==> src/sv/dertlv_pkg.sv <==
// ----------------------------------------------------------------------------
// dertlv_pkg
// Shared types and codes for the DER TLV header parser: parse phases,
// result status codes, expected kinds and the universal tag values.
// ----------------------------------------------------------------------------
package dertlv_pkg;

    // parse phase of the object in progress
    typedef enum logic [1:0] {
        PH_IDLE,
        PH_LEN1,
        PH_LENX,
        PH_BODY
    } phase_t;

    // result status codes
    typedef enum logic [2:0] {
        ST_OK          = 3'd0,
        ST_BUF_SHORT   = 3'd1,
        ST_BAD_LEN     = 3'd2,
        ST_OVERRUN     = 3'd3,
        ST_WRONG_TAG   = 3'd4,
        ST_EMPTY_BITS  = 3'd5,
        ST_UNUSED_BITS = 3'd6
    } status_t;

    // expected kinds carried on the first beat
    localparam logic [2:0] KIND_ANY     = 3'd0;
    localparam logic [2:0] KIND_INTEGER = 3'd1;
    localparam logic [2:0] KIND_SEQ     = 3'd2;
    localparam logic [2:0] KIND_OCTETS  = 3'd3;
    localparam logic [2:0] KIND_OID     = 3'd4;
    localparam logic [2:0] KIND_BITSTR  = 3'd5;
    localparam logic [2:0] KIND_UTF8    = 3'd6;

    // universal tag bytes
    localparam logic [7:0] TAG_INTEGER = 8'h02;
    localparam logic [7:0] TAG_SEQ     = 8'h30;
    localparam logic [7:0] TAG_OCTETS  = 8'h04;
    localparam logic [7:0] TAG_OID     = 8'h06;
    localparam logic [7:0] TAG_BITSTR  = 8'h03;
    localparam logic [7:0] TAG_UTF8    = 8'h0C;

    // largest legal unused-bits count in a bit string
    localparam logic [7:0] MAX_UNUSED_BITS = 8'd7;

    // payload widths
    localparam int S_TDATA_W = 40;
    localparam int S_TUSER_W = 4;
    localparam int M_TDATA_W = 80;
    localparam int M_TUSER_W = 3;

endpackage

==> src/sv/der_tlv_header_parser.sv <==
// ----------------------------------------------------------------------------
// der_tlv_header_parser
// Byte-stream parser for the header of one ASN.1 DER object: tag, short or
// long length, bounds and tag checks, sign-zero drop for integers and
// unused-bits check for bit strings. One result per object.
//
//  channel | direction | tdata (low bit up)                        | tuser
//  --------+-----------+-------------------------------------------+----------------
//  s_      | in        | data_byte[7:0], avail[39:8]               | command[2:0], first[3]
//  m_      | out       | tag[7:0], value_offset[10:8],             | status[2:0]
//          |           | value_length[42:11], consumed[74:43]      |
//
// One byte is taken per cycle, back to back. A result appears on m_ after the
// byte that decides it has passed the input register and then the result
// register. Every byte passes the single decode stage between those two
// registers. While a result waits on m_, bytes that give no result still
// pass; a byte that gives one is held in the input register with s_tready
// low until the waiting result is taken.
// rst_n clears the phase and all held header state at once.
// ----------------------------------------------------------------------------
module der_tlv_header_parser #(
    parameter int MAX_LEN_OCTETS = 4
) (
    input  logic                             clk,
    input  logic                             rst_n,
    input  logic                             s_tvalid,
    output logic                             s_tready,
    // data_byte[7:0], avail[39:8]
    input  logic [dertlv_pkg::S_TDATA_W-1:0] s_tdata,
    // command[2:0], first[3]
    input  logic [dertlv_pkg::S_TUSER_W-1:0] s_tuser,
    output logic                             m_tvalid,
    input  logic                             m_tready,
    // tag[7:0], value_offset[10:8], value_length[42:11], consumed[74:43], zero pad
    output logic [dertlv_pkg::M_TDATA_W-1:0] m_tdata,
    // status[2:0]
    output logic [dertlv_pkg::M_TUSER_W-1:0] m_tuser
);

    localparam int OL_BITS = $clog2(MAX_LEN_OCTETS + 1);
    localparam int OL_W    = (OL_BITS > 2) ? OL_BITS : 2;
    localparam int HC_W    = $clog2(MAX_LEN_OCTETS + 3);

    // input register
    logic        in_valid_reg;
    logic [2:0]  in_cmd_reg;
    logic        in_first_reg;
    logic [7:0]  in_byte_reg;
    logic [31:0] in_avail_reg;

    // parse state
    dertlv_pkg::phase_t phase_reg, phase_next;
    logic [2:0]         kind_reg, kind_next;
    logic [7:0]         tag_reg, tag_next;
    logic [31:0]        avail_reg, avail_next;
    logic [31:0]        acc_reg, acc_next;
    logic [OL_W-1:0]    ol_reg, ol_next;
    logic [HC_W-1:0]    hc_reg, hc_next;
    logic [7:0]         fc_reg, fc_next;
    logic               big_reg, big_next;

    // result register
    logic                m_valid_reg;
    dertlv_pkg::status_t res_status_reg;
    logic [7:0]          res_tag_reg;
    logic [2:0]          res_off_reg;
    logic [31:0]         res_len_reg;
    logic [31:0]         res_cons_reg;

    // decode stage outputs
    logic                emit;
    dertlv_pkg::status_t emit_status;
    logic [2:0]          emit_off;
    logic [31:0]         emit_len;
    logic [31:0]         emit_cons;
    logic                proc_go;
    logic                in_load;

    // header-done helpers
    logic            hd_check;
    logic [HC_W-1:0] hd_hc;
    logic [31:0]     hd_acc;
    logic            hd_big;
    logic [32:0]     hd_total;
    logic            tag_ok;
    logic [HC_W:0]   hc_ext;
    logic [HC_W:0]   hc_p1;
    logic [31:0]     body_cons;
    logic [OL_W-1:0] ol_dec;

    // handshake between the stages
    assign proc_go  = in_valid_reg && (!emit || !m_valid_reg || m_tready);
    assign s_tready = !in_valid_reg || proc_go;
    assign in_load  = s_tvalid && s_tready;

    // input register
    always_ff @(posedge clk or negedge rst_n)
    begin
        if (!rst_n)
        begin
            in_valid_reg <= 1'b0;
        end
        else if (in_load)
        begin
            in_valid_reg <= 1'b1;
        end
        else if (proc_go)
        begin
            in_valid_reg <= 1'b0;
        end
    end

    always_ff @(posedge clk)
    begin
        if (in_load)
        begin
            in_byte_reg  <= s_tdata[7:0];
            in_avail_reg <= s_tdata[39:8];
            in_cmd_reg   <= s_tuser[2:0];
            in_first_reg <= s_tuser[3];
        end
    end

    // tag check against the expected kind
    always_comb
    begin
        unique case (kind_reg)
            dertlv_pkg::KIND_INTEGER: tag_ok = (tag_reg == dertlv_pkg::TAG_INTEGER);
            dertlv_pkg::KIND_SEQ:     tag_ok = (tag_reg == dertlv_pkg::TAG_SEQ);
            dertlv_pkg::KIND_OCTETS:  tag_ok = (tag_reg == dertlv_pkg::TAG_OCTETS);
            dertlv_pkg::KIND_OID:     tag_ok = (tag_reg == dertlv_pkg::TAG_OID);
            dertlv_pkg::KIND_BITSTR:  tag_ok = (tag_reg == dertlv_pkg::TAG_BITSTR);
            dertlv_pkg::KIND_UTF8:    tag_ok = (tag_reg == dertlv_pkg::TAG_UTF8);
            default:                  tag_ok = 1'b1;
        endcase
    end

    // decode stage: next state and result for the byte in the input register
    always_comb
    begin
        phase_next  = phase_reg;
        kind_next   = kind_reg;
        tag_next    = tag_reg;
        avail_next  = avail_reg;
        acc_next    = acc_reg;
        ol_next     = ol_reg;
        hc_next     = hc_reg;
        fc_next     = fc_reg;
        big_next    = big_reg;
        emit        = 1'b0;
        emit_status = dertlv_pkg::ST_OK;
        emit_off    = 3'd0;
        emit_len    = 32'd0;
        emit_cons   = 32'd0;
        hd_check    = 1'b0;
        hd_hc       = hc_reg;
        hd_acc      = acc_reg;
        hd_big      = big_reg;
        ol_dec      = ol_reg - OL_W'(1);
        hc_ext      = {1'b0, hc_reg};
        hc_p1       = hc_ext + (HC_W + 1)'(1);
        body_cons   = acc_reg + 32'(hc_reg);

        if (in_first_reg)
        begin
            // tag byte: restart the object
            kind_next  = in_cmd_reg;
            tag_next   = in_byte_reg;
            avail_next = in_avail_reg;
            hc_next    = HC_W'(1);
            acc_next   = 32'd0;
            ol_next    = '0;
            fc_next    = 8'd0;
            big_next   = 1'b0;
            if (in_avail_reg < 32'd2)
            begin
                emit        = 1'b1;
                emit_status = dertlv_pkg::ST_BUF_SHORT;
                phase_next  = dertlv_pkg::PH_IDLE;
            end
            else
            begin
                phase_next = dertlv_pkg::PH_LEN1;
            end
        end
        else
        begin
            unique case (phase_reg)
                dertlv_pkg::PH_LEN1:
                begin
                    // first length octet: short form or count of long-form octets
                    hc_next = HC_W'(2);
                    hd_hc   = HC_W'(2);
                    if (!in_byte_reg[7])
                    begin
                        acc_next = {24'd0, in_byte_reg};
                        hd_acc   = {24'd0, in_byte_reg};
                        hd_check = 1'b1;
                    end
                    else if (in_byte_reg[6:0] == 7'd0 ||
                             in_byte_reg[6:0] > 7'(MAX_LEN_OCTETS))
                    begin
                        ol_next     = OL_W'(in_byte_reg[6:0]);
                        emit        = 1'b1;
                        emit_status = dertlv_pkg::ST_BAD_LEN;
                        phase_next  = dertlv_pkg::PH_IDLE;
                    end
                    else
                    begin
                        ol_next    = OL_W'(in_byte_reg[6:0]);
                        phase_next = dertlv_pkg::PH_LENX;
                    end
                end
                dertlv_pkg::PH_LENX:
                begin
                    // long-form length octet
                    hd_big   = big_reg || (acc_reg[31:24] != 8'd0);
                    hd_acc   = {acc_reg[23:0], in_byte_reg};
                    hd_hc    = hc_reg + HC_W'(1);
                    big_next = hd_big;
                    acc_next = hd_acc;
                    hc_next  = hd_hc;
                    ol_next  = ol_dec;
                    hd_check = (ol_dec == '0);
                end
                dertlv_pkg::PH_BODY:
                begin
                    // first content bytes of integers and bit strings
                    if (kind_reg == dertlv_pkg::KIND_INTEGER)
                    begin
                        if (ol_reg == OL_W'(2))
                        begin
                            fc_next = in_byte_reg;
                            ol_next = OL_W'(1);
                        end
                        else
                        begin
                            emit        = 1'b1;
                            emit_status = dertlv_pkg::ST_OK;
                            emit_cons   = body_cons;
                            phase_next  = dertlv_pkg::PH_IDLE;
                            if (fc_reg == 8'h00 && in_byte_reg[7])
                            begin
                                emit_off = hc_p1[2:0];
                                emit_len = acc_reg - 32'd1;
                            end
                            else
                            begin
                                emit_off = hc_ext[2:0];
                                emit_len = acc_reg;
                            end
                        end
                    end
                    else
                    begin
                        emit       = 1'b1;
                        emit_cons  = body_cons;
                        phase_next = dertlv_pkg::PH_IDLE;
                        if (in_byte_reg > dertlv_pkg::MAX_UNUSED_BITS)
                        begin
                            emit_status = dertlv_pkg::ST_UNUSED_BITS;
                        end
                        else
                        begin
                            emit_status = dertlv_pkg::ST_OK;
                            emit_off    = hc_p1[2:0];
                            emit_len    = acc_reg - 32'd1;
                        end
                    end
                end
                default:
                begin
                    // idle: stray bytes are dropped
                end
            endcase
        end

        // header complete: bounds, tag and kind-specific follow-up
        hd_total = {1'b0, hd_acc} + 33'(hd_hc);
        if (hd_check)
        begin
            if (hd_big || hd_total > {1'b0, avail_reg})
            begin
                emit        = 1'b1;
                emit_status = dertlv_pkg::ST_OVERRUN;
                phase_next  = dertlv_pkg::PH_IDLE;
            end
            else if (!tag_ok)
            begin
                emit        = 1'b1;
                emit_status = dertlv_pkg::ST_WRONG_TAG;
                emit_cons   = hd_total[31:0];
                phase_next  = dertlv_pkg::PH_IDLE;
            end
            else if (kind_reg == dertlv_pkg::KIND_INTEGER && hd_acc > 32'd1)
            begin
                ol_next    = OL_W'(2);
                phase_next = dertlv_pkg::PH_BODY;
            end
            else if (kind_reg == dertlv_pkg::KIND_BITSTR)
            begin
                if (hd_acc == 32'd0)
                begin
                    emit        = 1'b1;
                    emit_status = dertlv_pkg::ST_EMPTY_BITS;
                    emit_cons   = hd_total[31:0];
                    phase_next  = dertlv_pkg::PH_IDLE;
                end
                else
                begin
                    ol_next    = OL_W'(1);
                    phase_next = dertlv_pkg::PH_BODY;
                end
            end
            else
            begin
                emit        = 1'b1;
                emit_status = dertlv_pkg::ST_OK;
                emit_off    = hd_total[2:0] - hd_acc[2:0];
                emit_len    = hd_acc;
                emit_cons   = hd_total[31:0];
                phase_next  = dertlv_pkg::PH_IDLE;
            end
        end
    end

    // parse state registers
    always_ff @(posedge clk or negedge rst_n)
    begin
        if (!rst_n)
        begin
            phase_reg <= dertlv_pkg::PH_IDLE;
            kind_reg  <= 3'd0;
            tag_reg   <= 8'd0;
            avail_reg <= 32'd0;
            acc_reg   <= 32'd0;
            ol_reg    <= '0;
            hc_reg    <= '0;
            fc_reg    <= 8'd0;
            big_reg   <= 1'b0;
        end
        else if (proc_go)
        begin
            phase_reg <= phase_next;
            kind_reg  <= kind_next;
            tag_reg   <= tag_next;
            avail_reg <= avail_next;
            acc_reg   <= acc_next;
            ol_reg    <= ol_next;
            hc_reg    <= hc_next;
            fc_reg    <= fc_next;
            big_reg   <= big_next;
        end
    end

    // result register
    always_ff @(posedge clk or negedge rst_n)
    begin
        if (!rst_n)
        begin
            m_valid_reg <= 1'b0;
        end
        else if (proc_go && emit)
        begin
            m_valid_reg <= 1'b1;
        end
        else if (m_tready)
        begin
            m_valid_reg <= 1'b0;
        end
    end

    always_ff @(posedge clk)
    begin
        if (proc_go && emit)
        begin
            res_status_reg <= emit_status;
            res_tag_reg    <= tag_next;
            res_off_reg    <= emit_off;
            res_len_reg    <= emit_len;
            res_cons_reg   <= emit_cons;
        end
    end

    // output packing
    assign m_tvalid = m_valid_reg;
    assign m_tuser  = res_status_reg;
    assign m_tdata  = {5'd0, res_cons_reg, res_len_reg, res_off_reg, res_tag_reg};

endmodule

==> config.mk <==
export PLATFORM = sky130hd
export DESIGN_NAME = der_tlv_header_parser
export DESIGN_NICKNAME = d
export VERILOG_FILES = /design/src/sv/dertlv_pkg.sv /design/src/sv/der_tlv_header_parser.sv
export SDC_FILE = /design/constraint.sdc
export NUM_CORES = 1
export LEC_CHECK = 0
export BUFFER_PORTS_ARGS = -buffer_cell sky130_fd_sc_hd__buf_2
export CORE_MARGIN = 1
export CORE_UTILIZATION = 54
export DETAILED_ROUTE_END_ITERATION = 12
export GPL_TIMING_DRIVEN = 0
export PLACE_DENSITY_LB_ADDON = 0.25
export SKIP_LAST_GASP = 1
export SYNTH_ARGS = -nofsm -noshare
export SYNTH_HDL_FRONTEND = slang
export SYNTH_SLANG_ARGS = --single-unit
==> constraint.sdc <==
create_clock -name clk -period 17.1 [get_ports clk]
set_input_delay 1.71 -clock clk [delete_from_list [all_inputs] [get_ports clk]]
set_output_delay 1.71 -clock clk [all_outputs]
set_load 0.1 [all_outputs]
== Word level (Yosys, flattened, before mapping) ==
Cells that the tools add are included.
Storage, ports and cells
  logic and storage cells: 183
  output and inout port bits: 85
  register bits after elaboration: 216
Operators by class
  reduce and logical (&&, ||, !) cells: 28
  $add $sub $neg: 7
  equality and inequality tests: 18
  muxes and demuxes: 105
  order comparisons: 5
Operator list (number)
  $mux W32: 24
  $mux W3: 32
  $pmux W32 S2: 1
  $mux W8: 5
  $add A32 B3 Y33: 1
  $gt A33 B32 Y1: 1
  $add A32 B3 Y32: 1
  $gt A32 B1 Y1 const B: 1
  $logic_not A32 Y1: 1
  $lt A32 B2 Y1 const B: 1
  $sub A32 B1 Y32 const B: 1
  $mux W2: 13
  $mux W1: 23
  $eq A8 B2 Y1 const B: 2
  $eq A8 B3 Y1 const B: 2
  $pmux W3 S2: 2
  $reduce_bool A2 Y1: 5
  $eq A3 B2 Y1 const B: 3
  $eq A3 B3 Y1 const B: 3
  $pmux W3 S3: 1
  $eq A8 B4 Y1 const B: 1
  $eq A8 B6 Y1 const B: 1
  $gt A8 B3 Y1 const B: 1
  $logic_not A8 Y1: 1
  21 further kinds: 36

== Longest topological paths before layout ==
Gate-level depths: netlist of run 1.
  word-level depth: 19
  depth in mapped cells: 34
  depth with buffers taken out: 27

== Worst setup path after synthesis of run 1 ==
No wires, ideal clock.
  path kind: register -> register
  start: register phase_reg[0]
  end: register in_avail_reg[0] (enable)
  stages on the path, launching flop included: 32
  library setup time: 0.513 ns
  slack: 6.570 ns
  required time: 16.587 ns
  arrival: 10.016 ns
  clock period less this slack: 10.530 ns
  path through: dfrtp_1 inv_1 ha_1 buf_4 and3b_1 clkbuf_1 buf_2 buf_1 clkbuf_1 clkbuf_1 mux2_2 ha_1 inv_1 fa_1 inv_1 a21o_1 o21ai_0 or4b_4 or3_1 buf_6 or2_2 nand2b_1 xnor2_1 ha_1 nand4_1 nor4_1 nand3_1 a211oi_1 o21ai_1 o21ai_0 a21boi_0 a21boi_0
On the way
  longest elaborated chain between the ends: 16
RTL lines
  start, declared: RTL line der_tlv_header_parser.sv:52  | dertlv_pkg::phase_t phase_reg, phase_next;
  start signal, assigned: RTL line der_tlv_header_parser.sv:332  | phase_reg <= dertlv_pkg::PH_IDLE;
  start signal, assigned: RTL line der_tlv_header_parser.sv:344  | phase_reg <= phase_next;
  branches (longest 9 deep; another with $add A32 B3 Y33)
  $mux W1 (*): RTL line der_tlv_header_parser.sv:280  | if (hd_check)
  $logic_not A1 Y1 (*): RTL line der_tlv_header_parser.sv:92  | assign proc_go = in_valid_reg && (!emit || !m_valid_reg || m_tready);
  $logic_or A1 B1 Y1 (*) (2 in a row): RTL line der_tlv_header_parser.sv:92
  $logic_and A1 B1 Y1 (*): RTL line der_tlv_header_parser.sv:92
  $logic_or A1 B1 Y1 (*): RTL line der_tlv_header_parser.sv:93  | assign s_tready = !in_valid_reg || proc_go;
  $logic_and A1 B1 Y1 (*): RTL line der_tlv_header_parser.sv:94  | assign in_load = s_tvalid && s_tready;
  net in_load: RTL line der_tlv_header_parser.sv:77  | logic in_load;
  end signal, assigned: RTL line der_tlv_header_parser.sv:118  | in_avail_reg <= s_tdata[39:8];
  end, declared: RTL line der_tlv_header_parser.sv:49  | logic [31:0] in_avail_reg;
Mark *: on every way through the listed nets, which the timed path passes.
A chain may end at the register's enable or synchronous reset.

== Worst setup path after layout of run 1 ==
  start: register phase_reg[0]
  end: output s_tready
On the way
  longest elaborated chain between the ends: 15
RTL lines
  branches (longest 9 deep; another with $add A32 B3 Y33)
  $mux W1 (*): RTL line der_tlv_header_parser.sv:280
  $logic_not A1 Y1 (*): RTL line der_tlv_header_parser.sv:92
  $logic_or A1 B1 Y1 (*) (2 in a row): RTL line der_tlv_header_parser.sv:92
  $logic_and A1 B1 Y1 (*): RTL line der_tlv_header_parser.sv:92
  $logic_or A1 B1 Y1 (*): RTL line der_tlv_header_parser.sv:93
  end, declared: RTL line der_tlv_header_parser.sv:27  | output logic s_tready,
Every way passes the cells marked *.

==> reports/qor.yml, run 1 <==
outcome:
  outcome: "complete, no violations"
pwr:
  ir_drop_uv: 109.5
  powerDensity_nw_per_um2: 98.46
  leakagePower_nw: 6.143
clocking:
  htree_levels: 1
  cts_sinks: 216
  clock_path_buffers: 3
  cts_root_buf: "clkbuf_16"
  cts_setup_buffers: 0
  clk_latency_ns: 0.54
  post_cts_resized: 0
  cts_tree: "built"
  cts_inserted_buffers: 23
  path_clk_slew_ns: 0.06
  cts_hold_buf: 0
sta:
  hold_slack_ns: 0.4884
  setup_viol_count_final: 0
  period_minus_slack_ns: 11.97
  slew_headroom_pct: 34.16
  hold_violations: 0
  worst_pin_slew_ns: 0.9832
  clock.fmax_ghz: 0.08353
  rsz0062_at_grt: "false"
  fin_worst_skew_ns: 0.02191
  min_period_over_period_pct: 70.01
  slew_violations: 0
  tns_ns: 0
yosys:
  ys_ff_latch: 216
  avgSynthCellArea_um2: 10.28
  ys_seq_area_share_pct: 46.24
  mappedNetlistArea_um2: 13010
  synthFlopType: "edfxtp_1"
  async_flop_share_pct: 43.52
  yosysWarnings: 0
  netlist-cell-type-count: 76
  yosys-top-cells-area: "edfxtp_1 (28%), dfrtp_1 (18%), mux2_2 (4.8%), ha_1 (4.6%), xnor2_1 (3.8%)"
  syn_inst: 1266
  synth_edf_count: 122
  synthDominantCellAreaShare_pct: 28.16
  yosys.area.top_type: "edfxtp_1"
floorplanning:
  io_pins: 133
  initial_utilization_pct: 55.26
  die_w_um: 157.2
  chipHeight_um: 157.2
  coreArea_um2: 23540
  fp.dieArea_um2: 24720
  fp-row-count: 56
global_routing:
  grt_pass1_wl_um: 60740
  overflow: 0
  grt_usage_pct: 32.77
  grt_start_max_net_pins: 60
  grt_pass1_vias: 10392
  antenna_found_initial: 0
critical_path:
  cp.required_ns: 15.39
  crit_type: "register to primary output"
  worst_ep_arrival_time_ns: 10.26
  slowest_delay_ns: 0.74
  start_kind: "register"
  endpoint_kind: "primary output"
  worstPathMaxFanout: 10
  r2r_slack_ns: 6.59
  slowest_stage: "o21ai_1"
routing:
  top_layer: "met4"
  route.vias.total: 11040
  ant_nets: 0
  dr.pass1.iters: 6
  route.met3.wl_um: 4099
  routed_wl_um: 39900
  met2WireLength_um: 17390
  drc: 0
  via_per_inst: 6.269
  wl_met1_um: 17150
  drt_iter0_drc: 1189
  routedWlPerCell_um: 22.66
final_layout:
  syn_to_final_growth_pct: 14.25
  final_util_pct: 63.13
  drive_gt1_share_pct: 18.65
  antenna_cells: 0
  final_cell_mix: "buf_2 (140), nand2_1 (129), edfxtp_1 (122)"
  mostFrequentLayoutCell: "buf_2"
  nets: 1524
hold_path:
  hold_path_class: "register to register"
placed_design:
  gp_congestion: 0.9767
  port_buffers: 127
  dpl.hpwl_um: 30070
job:
  max-cap-violations: 0
-- Yosys cell counts (19+ instances only) --
master and count:
nor2_1 63, xnor2_1 57, o31ai_1 66, xor2_1 36
mux2_2 55, nor3_1 33, o21ai_0 40, inv_1 58
clkbuf_1 62, nand3_1 35, edfxtp_1 122, nand2_1 129
a21oi_1 34, nor4_1 24, a32o_1 37, ha_1 48
nand4_1 19, a22o_1 19, dfrtp_1 94
-- final timing paths --
path                                from  cells past startpoint          endpoint
min                        in_cmd_reg[0]                      1       kind_reg[0]
max reg2reg                 phase_reg[0]                     33  res_cons_reg[25]
max                         phase_reg[0]                     33          s_tready
min in group asynchronous          rst_n                      1         ol_reg[0]
max in group asynchronous          rst_n                      2     avail_reg[25]
min reg2reg                in_cmd_reg[0]                      1       kind_reg[0]
-- cell families after synthesis --
kind of cell	Yosys count	synth area share (%)
other	1	0.02883
buffers and inverters	157	5.011
flip-flops	216	46.24
AO/OA/AOI/OAI	284	16.17
XOR/XNOR	93	6.261
multiplexers	58	5.001
adder cells (fa/ha/maj)	51	5.078
AND/OR/NAND/NOR	406	16.21
-- layout make-up --
cell class | count | area (um2)
repair buffers | 130 | 713.2
fillers | 1934 | 8680
clock buffers | 31 | 626.9
inverters | 59 | 221.5
flip-flops and latches | 216 | 6016
well taps | 319 | 399.1
clock inverters | 11 | 80.08
multi-input cells | 897 | 6376
plain buffers | 98 | 430.4
-- per-stage QoR --
stage / std cells / area [um2] / worst slack [ns] / power, mW
final: 1761 / 14860 / 5.128 / 1.463
after global routing: 1761 / 14860 / 4.800 / 1.520
after CTS: 1761 / 14860 / 5.429 / 1.464
after detailed placement: 1719 / 14150 / 6.015 / 0.9946
after global placement: 1716 / 14060 / 3.623 / 0.9835
after floorplan: 1270 / 13020 / 6.571 / 0.8976
-- report_power, final --
group / switching [mW] / total [mW] / internal [mW]
sequential: 0.0270 / 0.621 / 0.594
clock: 0.210 / 0.471 / 0.261
combinational: 0.255 / 0.372 / 0.117
total: 0.492 / 1.46 / 0.971
-- layer usage --
layer,up-vias,track usage (%)
li1,5005,-
met3,91,5.534
met1,5297,47.83
met5,-,0
met2,647,49.37
met4,0,10.82
-- critical path, delay by kind of cell (launching register included) --
family                     cells  cell delay [ns]
AOI/OAI and AO/OA              6             2.10
adders and majority gates      4             1.29
xor gates and xnor gates       1             0.35
DFF                            1             0.43
and+or+nand+nor               10             2.15
muxes                          1             0.29
buffers and inverters         11             3.07
No activity file was read; power rests on OpenSTA's default activity.
==> inputs of run 2 (changes only) <==
==> constraint.sdc (replaced) <==
create_clock -name clk -period 10.6 [get_ports clk]
set_input_delay 1.06 -clock clk [delete_from_list [all_inputs] [get_ports clk]]
set_output_delay 1.06 -clock clk [all_outputs]
set_load 0.1 [all_outputs]
==> run 2 against run 1 <==
  * Critical path type unchanged
  * Global-route usage barely moved
  * Highest routed layer is now met5
  * Clock power rose by 61%
  * Cell area barely moved
  * Worst setup slack got worse by 4.6 ns
  * Flip-flop and latch count did not move
  * Clock skew rose by 0.0029 ns
  * Largest power group unchanged
==> reports/qor.yml, run 2 (synthesis gave the netlist of run 1 again) <==
outcome:
  outcome: "complete, no violations"
hold_path:
  hold_start: "in_cmd_reg[0]"
  hold_path_class: "register to register"
pwr:
  powerDensity_nw_per_um2: 158.8
  total_power_mw: 2.361
  ir_drop_uv: 177.1
  leakagePower_nw: 6.154
global_routing:
  grt_start_max_net_pins: 60
  grt_pass1_vias: 10388
  grt_pass1_wl_um: 60790
  overflow: 0
  antenna_found_initial: 2
  grt_usage_pct: 32.79
final_layout:
  drive_gt1_share_pct: 18.95
  mostFrequentLayoutCell: "buf_2"
  finalInstanceArea_um2: 14870
  syn_to_final_growth_pct: 14.32
  antenna_cells: 0
  nets: 1523
  final_cell_mix: "buf_2 (139), nand2_1 (129), edfxtp_1 (122)"
routing:
  routed_wl_um: 39780
  via_per_inst: 6.229
  ant_nets: 0
  routedWlPerCell_um: 22.60
  dr.pass1.iters: 9
  route.vias.total: 10963
  drc: 0
  drt_iter0_drc: 1229
critical_path:
  start_kind: "register"
  critPathLaunch: "phase_reg[0]"
  slowest_delay_ns: 0.53
  reg2reg_from: "phase_reg[0]"
  worstPathMaxFanout: 10
  crit_type: "register to primary output"
  worst_ep_arrival_time_ns: 8.99
  slowest_stage: "or4b_4"
  endpoint_kind: "primary output"
  cp.required_ns: 9.54
clocking:
  cts_inserted_buffers: 23
  path_clk_slew_ns: 0.06
  htree_levels: 1
  cts_tree: "built"
  cts_sinks: 216
  clk_latency_ns: 0.54
  cts_hold_buf: 0
  clock_path_buffers: 3
  cts_root_buf: "clkbuf_16"
sta:
  period_minus_slack_ns: 10.05
  fin_worst_skew_ns: 0.02483
  clock.fmax_ghz: 0.09950
  setup_viol_count_final: 0
  rsz0062_at_grt: "false"
  hold_violations: 0
  slew_violations: 0
  slew_headroom_pct: 30.37
  hold_slack_ns: 0.4871
  worst_pin_slew_ns: 1.035
  min_period_over_period_pct: 94.82
  tns_ns: 0
floorplanning:
  fp.dieArea_um2: 24720
  coreArea_um2: 23540
  initial_utilization_pct: 55.26
  io_pins: 133
  chipHeight_um: 157.2
  die_w_um: 157.2
  fp-row-count: 56
placed_design:
  port_buffers: 127
  dpl.hpwl_um: 30070
  gp_congestion: 0.9767
  place_area_um2: 14150
job:
  max-cap-violations: 0
## run 2: routing by layer
metal  up-vias  track usage (%)  share of wire, %
met5         -                0             0.020
met4         2            10.31               3.0
met3        78            5.865                10
met2       571            49.62                44
met1      5310            47.65                43
li1       5002                -                 -
## run 2: path summary, 6_finish.rpt
check | end | slack (ns) | cells after the start
hold reg to reg | kind_reg[0] | 0.49 | 1
min in group asynchronous | ol_reg[0] | 0.51 | 1
setup / recovery | s_tready | 0.55 | 30
max in group asynchronous | avail_reg[25] | 9.39 | 2
hold / removal | kind_reg[0] | 0.49 | 1
setup reg to reg | res_cons_reg[1] | 1.12 | 29
## run 2: repair_timing
item / CTS / global route
hold endpoints to repair: 0 / 0
gates resized for setup: 3 / 4
buffers inserted: 0 / 0
setup endpoints to repair: 1 / 1
## run 2: layout make-up
cell class / instances / area, um2
Fill cell: 1938 / 8671
Inverter: 59 / 221.5
Sequential cell: 216 / 6016
Tap cell: 319 / 399.1
Clock inverter: 11 / 80.08
Multi-Input combinational cell: 897 / 6384
Buffer: 97 / 429.2
Clock buffer: 31 / 626.9
Timing Repair Buffer: 130 / 715.7
## run 2: metrics by stage
stage                     std cells  util (%)  worst slack [ns]
after floorplan                1270         -           0.07050
after global placement         1716     59.72            -2.877
after detailed placement       1719     60.10            0.1651
after CTS                      1761     63.13            0.2144
after global routing           1760     63.17            0.2303
final                          1760     63.17            0.5494
## run 2: power breakdown
| group | leakage [nW] | total, mW | internal [mW] | switching, mW |
|---|---|---|---|---|
| combinational | 3.39 | 0.600 | 0.189 | 0.412 |
| sequential | 2.41 | 1.00 | 0.958 | 0.0438 |
| clock | 0.346 | 0.759 | 0.421 | 0.339 |
## run 2: worst max-delay path, delay by kind of cell, from the launching register on
| family | cells | cell delay [ns] |
|---|---|---|
| adders and majority gates | 4 | 1.44 |
| xor gates and xnor gates | 1 | 0.21 |
| AOI/OAI and AO/OA | 8 | 2.09 |
| and+or+nand+nor | 9 | 2.24 |
| buffers and inverters | 8 | 2.02 |
| DFF | 1 | 0.43 |
